### config.mk
export PLATFORM = sky130hd
export DESIGN_NAME = ssgd_queue
export DESIGN_NICKNAME = d
export VERILOG_FILES = /design/src/rtl/ssgd_pkg.sv /design/src/rtl/ssgd_queue.sv
export SDC_FILE = /design/constraint.sdc
export NUM_CORES = 1
export LEC_CHECK = 0
export ABC_AREA = 0
export BUFFER_PORTS_ARGS = -buffer_cell sky130_fd_sc_hd__buf_2
export CAP_MARGIN = 40
export CORE_AREA = 8 8 304 306
export CTS_BUF_LIST = sky130_fd_sc_hd__clkbuf_16
export DETAILED_ROUTE_END_ITERATION = 10
export DIE_AREA = 0 0 312 314
export PLACE_DENSITY = 0.61
export RECOVER_POWER = 100
export SETUP_SLACK_MARGIN = 0.5
export SKIP_LAST_GASP = 1
export SYNTH_ARGS = -nofsm -noshare
export SYNTH_HDL_FRONTEND = slang
export SYNTH_SLANG_ARGS = --single-unit
### constraint.sdc
create_clock -name clk -period 35.2 [get_ports clk]
set_input_delay 7.04 -clock clk [delete_from_list [all_inputs] [get_ports clk]]
set_output_delay 7.04 -clock clk [all_outputs]
set_load 0.005 [all_outputs]
### src/rtl/ssgd_pkg.sv
// Shared types and constants for the source sequence gap and duplicate detector.
// Used by the front stage, the command queue, the back stage and the top level.
// No dependencies.
package ssgd_pkg;

  // Slot numbers travel in a fixed width that covers the largest table (256 sources).
  localparam int SLOT_W = 8;
  localparam int CFG_INDEX_W = 3;
  // Power of two, so the queue pointers wrap on their own.
  localparam int QUEUE_DEPTH = 2;

  localparam logic [63:0] SEQ_MAX = '1;
  localparam logic [63:0] FIRST_ING_RESET = 64'd1;
  localparam logic [31:0] TOPIC_RESET = 32'd1;
  localparam logic [63:0] TOMB_MASK_RESET = 64'd0;
  localparam logic [63:0] TAG_MASK_RESET = '1;

  typedef enum logic [2:0] {
    KIND_DATA = 3'd0,
    KIND_TOMB = 3'd1,
    KIND_GAP  = 3'd2,
    KIND_DUP  = 3'd3,
    KIND_ERR  = 3'd4
  } kind_t;

  typedef enum logic [2:0] {
    ERR_NONE      = 3'd0,
    ERR_TOPIC     = 3'd1,
    ERR_EXHAUSTED = 3'd2,
    ERR_FULL      = 3'd3,
    ERR_POISONED  = 3'd4
  } err_t;

  typedef enum logic [CFG_INDEX_W-1:0] {
    REG_TOPIC     = 3'd0,
    REG_FIRST_ING = 3'd1,
    REG_TOMB_MASK = 3'd2,
    REG_TAG_MASK  = 3'd3
  } cfg_reg_t;

  typedef enum logic [1:0] {
    CMD_ERROR  = 2'd0,
    CMD_DUP    = 2'd1,
    CMD_ACCEPT = 2'd2
  } cmd_kind_t;

  // One classified record, handed from the front stage to the back stage.
  typedef struct packed {
    cmd_kind_t         kind;
    err_t              err;
    logic              gap;
    logic              is_new;
    logic [SLOT_W-1:0] slot;
    logic [63:0]       node;
    logic [63:0]       pub;
    logic [63:0]       epoch;
    logic [63:0]       seq;
    logic [63:0]       tag;
    logic [63:0]       last;
  } cmd_t;

  typedef struct packed {
    logic poisoned;
    logic second_due;
  } back_stat_t;

  typedef struct packed {
    kind_t       kind;
    logic [63:0] ingestion;
    logic [63:0] first;
    logic [63:0] missing_end;
    logic [63:0] tag_value;
    err_t        err;
    logic        last_of_run;
  } result_t;

endpackage

### src/rtl/ssgd_queue.sv
// Short command queue between the front and back stages.
// Depends on ssgd_pkg for the command type and the depth.
module ssgd_queue import ssgd_pkg::*; (
  input  logic clk,
  input  logic rst,
  input  logic push,
  input  cmd_t push_cmd,
  input  logic pop,
  output cmd_t head_cmd,
  output logic not_empty,
  output logic full
);

  localparam int PTR_W = (QUEUE_DEPTH > 1) ? $clog2(QUEUE_DEPTH) : 1;

  cmd_t             slots [QUEUE_DEPTH];
  logic [PTR_W-1:0] wr_ptr, rd_ptr;
  logic [PTR_W:0]   count;
  logic             do_push, do_pop;

  assign do_push   = push && !full;
  assign do_pop    = pop && not_empty;
  assign not_empty = count != '0;
  assign full      = count == (PTR_W+1)'(QUEUE_DEPTH);
  assign head_cmd  = slots[rd_ptr];

  always_ff @(posedge clk) begin
    if (rst) begin
      wr_ptr <= '0;
      rd_ptr <= '0;
      count  <= '0;
    end else begin
      if (do_push) begin
        wr_ptr <= wr_ptr + 1'b1;
      end
      if (do_pop) begin
        rd_ptr <= rd_ptr + 1'b1;
      end
      unique case ({do_push, do_pop})
        2'b10:   count <= count + 1'b1;
        2'b01:   count <= count - 1'b1;
        default: count <= count;
      endcase
    end
  end

  always_ff @(posedge clk) begin
    if (do_push) begin
      slots[wr_ptr] <= push_cmd;
    end
  end

endmodule

# Word level (Yosys, flattened, before mapping)
# Memory sizes are Yosys's and may differ from the RTL's. A register that Yosys moved wholly into a read port is not among the register bits.
# Index checks and enable logic that the tools add are counted.
op_classes:
  add_sub_neg: 4
  muxes: 5
  reduce_logical: 5
  n_eq_ne: 3
op_table:
  columns: ["operator", "count"]
  rows:
  - ["$eq 2x2->1 const B", 2]
  - ["$mux 1", 4]
  - ["$pmux 2 s2", 1]
  - ["$reduce_bool 2->1", 2]
  - ["$add 1x1->1 const B", 2]
  - ["$add 2x1->2 const B", 1]
  - ["$eq 2x1->1 const B", 1]
  - ["$logic_and 1x1->1", 2]
  - ["$sub 2x1->2 const B", 1]
  - ["$logic_not 1->1", 1]
totals:
  memories: 1
  output_inout_bits: 401
  in_bits: 403
  ramBits: 798
  elab_cells: 21
  regBits: 4
mem_list:
  columns: ["memory", "depth", "width", "rd", "rd_clocked_by_memory_dff", "wr", "line_no", "rtl"]
  rows:
  - ["slots", 2, 399, 1, 1, 1, "ssgd_queue.sv:16", "cmd_t slots [QUEUE_DEPTH];"]

# Longest topological paths before layout
# Gate-level depths: netlist (run 1).
depth:
  depth_word: 5
  ltp_mapped: 6
  depth_no_buf: 6

# Worst setup path after synthesis (run 1)
# No wires, ideal clock.
synth_path:
  path_type: "input-to-reg"
  start: "input port push"
  end: "memory slots[1][0] in the netlist's numbering (enable)"
  t_required_ps: 34384
  t_arrival_ps: 16143
  setup_slack_ps: 18241
  setup_ps: 816
  n_path_buf: 0
  cell_stages: 1
  cell_sequence: "and3_1"
synth_via:
  elab_chain_cells: 3
synth_lines:
  columns: ["item", "line_no", "rtl"]
  rows:
  - ["from (decl)", "ssgd_queue.sv:6", "input logic push,"]
  - ["$logic_and 1x1->1", "ssgd_queue.sv:21", "assign do_push = push && !full;"]
  - ["$mux 1", "ssgd_queue.sv:48", "if (do_push) begin"]
  - ["$mux 1 (implied by the code)", "ssgd_queue.sv:49", "slots[wr_ptr] <= push_cmd;"]
  - ["to (decl)", "ssgd_queue.sv:16", null]
# No other way between the ends.

==> Flow_metrics.wiki, run 1 <==
{| class="wikitable"
! Metric !! Value
|-
| Pins over their slew limit || 1130
|-
| Syn Nets || 1671
|-
| DR vias || 15000
|-
| Required time of the worst setup path || 28.16 ns
|-
| Worst path arrival time || 12.55 ns
|-
| Global route total overflow || 0
|-
| Initial Util || 33.2%
|-
| Total net switching power || 0.716 mW
|-
| Crit path capture type || primary output
|-
| Wire length after detailed routing || 71.9 mm
|-
| DR iter-0 viols || 857
|-
| Vias in the first global route || 16700
|-
| Total Power || 2.69 mW
|-
| Die area || 0.0980 sq mm
|-
| Final net count || 2539
|-
| VDD IR max || 0.0562 mV
|-
| Cell occurring most often along the worst timing path || sky130_fd_sc_hd__clkbuf_1
|-
| Final core utilization || 41.4%
|-
| Worst-path clk slew || 0.06 ns
|-
| CP top delay family || buffers and inverters
|-
| Global router's overall resource usage || 13.8%
|-
| Total of endpoints with negative setup slack in the final report || 0
|-
| Clock network power share || 31.2%
|-
| Kind of start point of the critical path || flop
|-
| Number of gates given a new drive strength after cts || 0
|-
| Hold Path Class || flop to flop
|-
| Residual DRC || 0
|-
| CTS Hold Buffers Added || 0
|-
| Place WS || 24.47 ns
|-
| Run status || finished, violations left
|-
| Failing checks || capacitance limit, slew limit
|-
| Average wire length per cell after detail routing || 21.3 um
|-
| CORE AREA || 0.0876 sq mm
|-
| Placed inst area || 0.0345 sq mm
|-
| Routability Congestion || 0.827
|-
| Cell count after synthesis || 1267
|-
| Detail-routed via count per cell || 4.45
|-
| Count of standard-cell rows || 109
|-
| Setup repair after global routing missed its margin || false
|-
| Register area share after synthesis || 82.9%
|-
| Number of top-level pins || 804
|-
| Number of sinks driven by the clock tree || 803
|-
| Clock buffers created by TritonCTS || 85
|-
| Max stage delay on crit path || 6.83 ns
|-
| Pleak || 12.2 nW
|-
| Combinational fraction of design power || 22.3%
|-
| Relative max-transition margin || -572%
|-
| Post-CTS Repair Setup Buffers || 0
|-
| Yosys reg bits || 803
|-
| Fraction of final layout cells sized beyond drive strength 1 || 25.5%
|-
| Horizontal die dimension || 312 um
|-
| TritonCTS clock tree || done
|-
| Worst-margin pin slew || 10.08 ns
|-
| Slowest-stage cell, CP || sky130_fd_sc_hd__clkbuf_1
|-
| Total negative slack || 0 ns
|-
| Insertion delay of the later-clocked pin in the worst-skew pair || 0.62 ns
|-
| Cell types occupying the most area after synthesis || sky130_fd_sc_hd__edfxtp_1, sky130_fd_sc_hd__mux2_1, sky130_fd_sc_hd__mux2_2, sky130_fd_sc_hd__buf_6, sky130_fd_sc_hd__buf_2
|-
| Cell-internal power || 1.97 mW
|-
| Clock Tree Root || sky130_fd_sc_hd__clkbuf_16
|-
| Height of the chip || 314 um
|-
| Share of total power consumed by net switching || 26.7%
|-
| Maxcap violations || 18
|-
| Count of buffers inserted at the top-level ports || 803
|-
| Post-route fraction of the period consumed by the critical path || 55.7%
|-
| Finished layout cell area || 0.0362 sq mm
|-
| CP Class || flop to primary output
|-
| Initial antenna violation count || 31
|-
| Mean instance size in the synthesized netlist || 22.9 sq um
|-
| Commonest non-fill, non-tap cell in the layout || sky130_fd_sc_hd__edfxtp_1
|-
| Area leader, netlist || sky130_fd_sc_hd__edfxtp_1
|-
| Remaining antenna violation count after routing || 0
|-
| Cell total after placement || 3213
|-
| Chain of cells forming the critical path || clkbuf_1, clkbuf_1, clkbuf_1, mux2_1, clkbuf_1
|-
| Commonest cells after routing, fill and taps aside || sky130_fd_sc_hd__edfxtp_1, sky130_fd_sc_hd__clkbuf_1, sky130_fd_sc_hd__buf_2
|-
| Maximum clock frequency || 0.0510 GHz
|-
| Area share of the leading cell type in the synthesized netlist || 82.5%
|-
| Post-route non-filler standard cell count || 3380
|-
| Final hold viol count || 0
|-
| Router iterations before antenna repair || 5
|-
| Critical path buffer and inverter count || 4
|-
| Share of power burned in registers || 46.5%
|-
| Number of synthesis warnings || 0
|-
| Max clock buf depth || 3
|-
| Crit path max fanout || 170
|-
| Power per standard cell area || 74.1 mW/mm^2
|-
| Global-route wire length before repair || 104 mm
|-
| Final worst slack || 15.61 ns
|-
| Internal reg-to-reg setup slack || 23.09 ns
|-
| Largest net degree at the start of global routing || 170
|-
| Largest clock skew in the final design || 0.0133 ns
|-
| Max H-tree Level || 3
|-
| Worst hold-check slack || 0.488 ns
|-
| Area growth, synth to finish || 24.8%
|-
| Min Tclk post-route || 19.59 ns
|-
| Total half-perimeter wirelength after legalization and detailed placement || 51.6 mm
|-
| Distinct cell type count after synthesis || 21
|-
| Post-synth design cell area || 0.0290 sq mm
|}
[state kept, by name, indices dropped and copies added (netlist names), named ones only]
register  count
rd_ptr        1
count         2
slots       798
wr_ptr        1
[kinds of logic after synthesis]
logic type               Yosys count  share of synthesized area (%)
flip-flops                       803                           82.9
multiplexers                     399                           15.5
buffers and inverters             47                           1.28
AND/OR/NAND/NOR                    9                          0.164
AO/OA/AOI/OAI                      5                         0.0948
XOR/XNOR                           3                         0.0905
adder cells (fa/ha/maj)            1                         0.0431
[power by group through the flow]
stage	Sequential (mW)	Combinational, mW	Clock (mW)
floorplan	1.30	0.336	0
global placement	1.25	0.606	0
detailed placement	1.26	0.627	0
CTS	1.24	0.632	0.864
global route	1.26	0.652	0.898
finish	1.25	0.598	0.838
[final timing paths]
path | depth (start not counted) | from | endpoint
hold reg to reg | 2 | wr_ptr$_SDFFE_PP0N_ | wr_ptr$_SDFFE_PP0N_
setup / recovery | 5 | flop | head_cmd[326]
setup reg to reg | 8 | count[0]$_SDFFE_PP0P_ | slots[0][223]$_DFFE_PP_
hold / removal | 2 | wr_ptr$_SDFFE_PP0N_ | wr_ptr$_SDFFE_PP0N_
[synth_stat cells (all sizes together)]
cell type,instances
o21a,1
buf,44
ha,1
dfxtp,5
mux2,399
and3,1
xor2,1
o21ai,2
edfxtp,798
inv,3
xnor2,2
or3,2
or2b,1
nor2,3
or2,1
nand2,1
a21oi,2
[metal layers]
| layer | up-vias | track usage [%] | wire length [um] | share of wire [%] |
|---|---|---|---|---|
| li1 | 6840 | - | - | - |
| met1 | 7420 | 14.2 | 25600 | 36 |
| met2 | 627 | 24.6 | 37200 | 52 |
| met3 | 132 | 6.34 | 7040 | 9.8 |
| met4 | 18 | 5.18 | 1930 | 2.7 |
| met5 | - | 0 | 112 | 0.16 |
[worst reg2reg max path, cell delays in order (launching register included)]
cell                         delay (ns)
sky130_fd_sc_hd__dfxtp_1           0.42
sky130_fd_sc_hd__or2b_1            0.19
sky130_fd_sc_hd__inv_2             0.05
sky130_fd_sc_hd__or3_1             0.35
sky130_fd_sc_hd__clkinvlp_2        1.76
sky130_fd_sc_hd__clkbuf_1          2.87
sky130_fd_sc_hd__clkbuf_1          2.52
sky130_fd_sc_hd__clkbuf_1          1.34
sky130_fd_sc_hd__clkbuf_1          2.12
[final cells by class]
type                       instances  area (sq um)
fill                            8111         51300
sequential                       803         24100
multi-input combinational        417          4610
timing repair buffer             825          3450
clock buffer                      85          2130
tap                             1165          1460
clock inverter                    60           475
antenna                           22          55.1
inverter                           3          12.5
No activity file was read; power rests on OpenSTA's default activity.
==> run 2, diff against run 1 <==
clock period = 19.4 ns   (was 35.2 ns; I/O delays follow)
==> run 2 against run 1 <==
Net effect:
- the run still ends with capacitance limit, slew limit left
- largest cell class unchanged
- non-clock buffer count decreased by 1
- critical endpoint is now head_cmd[206]
- largest power group unchanged
- sequential share of layout area is essentially flat
- final cell count hardly changed
==> Flow_metrics.wiki, run 2 (same netlist as run 1, synthesis figures left out) <==
{| class="wikitable"
! Metric !! Value
|-
| Fraction of final layout cells sized beyond drive strength 1 || 26.1% (+0.59 points)
|-
| Area growth, synth to finish || 24.9% (about the same)
|-
| Number of sinks driven by the clock tree || 803 (unchanged)
|-
| Residual DRC || 0 (unchanged)
|-
| Worst path arrival time || 8.75 ns (-3.80 ns)
|-
| Placed inst area || 0.0345 sq mm (about the same)
|-
| Number of gates given a new drive strength after cts || 0 (unchanged)
|-
| Final core utilization || 41.4% (about the same)
|-
| Height of the chip || 314 um (unchanged)
|-
| Initial Util || 33.2% (unchanged)
|-
| Final net count || 2537 (-0.079%)
|-
| Die area || 0.0980 sq mm (unchanged)
|-
| Insertion delay of the later-clocked pin in the worst-skew pair || 0.61 ns (about the same)
|-
| DR vias || 15100 (+0.53%)
|-
| Relative max-transition margin || -334% (+240 points)
|-
| Remaining antenna violation count after routing || 0 (unchanged)
|-
| CORE AREA || 0.0876 sq mm (unchanged)
|-
| Number of top-level pins || 804 (unchanged)
|-
| Wire length after detailed routing || 71.3 mm (-0.77%)
|-
| Horizontal die dimension || 312 um (unchanged)
|-
| Global router's overall resource usage || 13.7% (-0.12 points)
|-
| Clock Tree Root || sky130_fd_sc_hd__clkbuf_16
|-
| Max H-tree Level || 3 (unchanged)
|-
| M1 wire length || 24.2 mm (-5.5%)
|-
| Register-to-Register Path Depth || 6 (-2)
|-
| Setup repair after global routing missed its margin || false
|-
| Total of endpoints with negative setup slack in the final report || 0 (unchanged)
|-
| Commonest non-fill, non-tap cell in the layout || sky130_fd_sc_hd__edfxtp_1
|-
| Wire length on met2 || 37.3 mm (+0.36%)
|-
| Initial antenna violation count || 25 (-19%)
|-
| Run status || finished, violations left
|-
| Place WS || 11.46 ns (-13.01 ns)
|-
| VDD IR max || 0.102 mV (+81%)
|-
| Failing checks || capacitance limit, slew limit
|-
| Crit path capture type || primary output
|-
| Crit path max fanout || 63 (-63%)
|-
| Count of standard-cell rows || 109 (unchanged)
|-
| Final hold viol count || 0 (unchanged)
|-
| Global-route wire length before repair || 103 mm (-1.0%)
|-
| Clock buffers created by TritonCTS || 84 (-1.2%)
|-
| Commonest cells after routing, fill and taps aside || sky130_fd_sc_hd__edfxtp_1, sky130_fd_sc_hd__clkbuf_1, sky130_fd_sc_hd__buf_2
|-
| Kind of start point of the critical path || flop
|-
| CTS Hold Buffers Added || 0 (unchanged)
|-
| Start point of the worst min-delay path || rd_ptr$_SDFFE_PP0P_
|-
| Total Power || 4.79 mW (+78%)
|-
| Hold Path Class || flop to flop
|-
| Register containing the most flip-flops in the final layout || slots
|-
| DR iter-0 viols || 964 (+12%)
|-
| Router iterations before antenna repair || 5 (unchanged)
|-
| Total half-perimeter wirelength after legalization and detailed placement || 51.4 mm (-0.39%)
|-
| Min Tclk post-route || 12.63 ns
|-
| Pins over their slew limit || 670 (-41%)
|-
| Maximum clock frequency || 0.0792 GHz
|-
| Vias in the first global route || 16700 (+0.078%)
|-
| Largest clock skew in the final design || 0.0198 ns (+0.00644 ns)
|-
| Reg-to-reg critical path endpoint || slots[1][184]$_DFFE_PP_
|-
| Required time of the worst setup path || 15.52 ns (-12.64 ns)
|-
| Post-CTS Repair Setup Buffers || 0 (unchanged)
|-
| Cell total after placement || 3211 (-0.062%)
|-
| Beginning of the worst register-to-register path || count[0]$_SDFFE_PP0P_
|-
| Power per standard cell area || 132 mW/mm^2 (+78%)
|-
| CP Class || flop to primary output
|-
| Global route total overflow || 0 (unchanged)
|-
| Worst-path clk slew || 0.06 ns (about the same)
|-
| Worst-margin pin slew || 6.51 ns (-3.57 ns)
|-
| Worst hold-check slack || 0.516 ns (+0.0282 ns)
|-
| Final worst slack || 6.77 ns (-8.83 ns)
|-
| Internal reg-to-reg setup slack || 9.96 ns (-13.13 ns)
|-
| Count of buffers inserted at the top-level ports || 803 (unchanged)
|-
| Detail-routed via count per cell || 4.47 (+0.58%)
|-
| Top Layer Used || met5
|-
| Average wire length per cell after detail routing || 21.1 um (-0.71%)
|-
| Maxcap violations || 12 (-6)
|-
| Pleak || 12.2 nW (+0.23%)
|-
| Finished layout cell area || 0.0363 sq mm (about the same)
|-
| Max clock buf depth || 3 (unchanged)
|-
| Routability Congestion || 0.835 (+0.93%)
|-
| TritonCTS clock tree || done
|-
| Top flop regs || slots (798), count (2)
|-
| Largest net degree at the start of global routing || 170 (unchanged)
|-
| Number of cells on the worst hold path || 2 (unchanged)
|-
| Total length of routed met3 wires || 7.70 mm (+9.4%)
|-
| Post-route non-filler standard cell count || 3378 (-0.059%)
|-
| Post-route fraction of the period consumed by the critical path || 65.1%
|-
| Total negative slack || 0 ns (unchanged)
|-
| Max FFs per register || 798 (unchanged)
|}
==> run 2: cell count changes in the layout (fill, tap and decap cells not counted), moves of 6 or more <==
cell / previous run / this run
sky130_fd_sc_hd__mux2_2: 170 / 179
sky130_fd_sc_hd__clkinv_1: 21 / 14
sky130_fd_sc_hd__diode_2: 22 / 16
sky130_fd_sc_hd__inv_1: 19 / 27
sky130_fd_sc_hd__mux2_1: 229 / 220
==> run 2: where the power goes <==
group / internal [mW] / switching [mW]
registers: 2.21 / 0.0558
logic: 0.430 / 0.602
clock network: 0.846 / 0.642
==> run 2: metal layers <==
layer | vias up | global-route usage (%)
li1 | 6830 | -
met1 | 7511 | 13.6
met2 | 617 | 24.9
met3 | 140 | 6.58
met4 | 18 | 4.68
met5 | - | 0
==> run 2: worst max-delay path by stage <==
| stage | from | end | slack, ns | cells past startpoint |
|---|---|---|---|---|
| CTS | flop | head_cmd[326] | 12.07 | 5 |
| finish | flop | head_cmd[206] | 6.77 | 6 |
| global placement | push | slots[0][228]$_DFFE_PP_ | 11.08 | 7 |
| global route | flop | head_cmd[206] | 6.00 | 6 |
| detailed placement | push | slots[0][220]$_DFFE_PP_ | 11.46 | 9 |
| floorplan | push | slots[1][0]$_DFFE_PP_ | 5.60 | 1 |
==> run 2: final cells by class <==
type                    instances  area, sq um
flip-flops and latches        803        24100
inverters                       3         12.5
multi-input cells             417         4610
fillers                      8117        51300
repair buffers                824         3500
clock inverters                66          478
diodes                         16         40.0
clock buffers                  84         2100
well taps                    1165         1460
==> run 2: critical path, cell delays in order, from the launching register on <==
cell                       delay [ns]
sky130_fd_sc_hd__dfxtp_1         1.28
sky130_fd_sc_hd__clkbuf_1        0.30
sky130_fd_sc_hd__clkbuf_1        2.52
sky130_fd_sc_hd__clkbuf_1        1.15
sky130_fd_sc_hd__clkbuf_1        2.12
sky130_fd_sc_hd__mux2_1          0.48
sky130_fd_sc_hd__buf_2           0.16
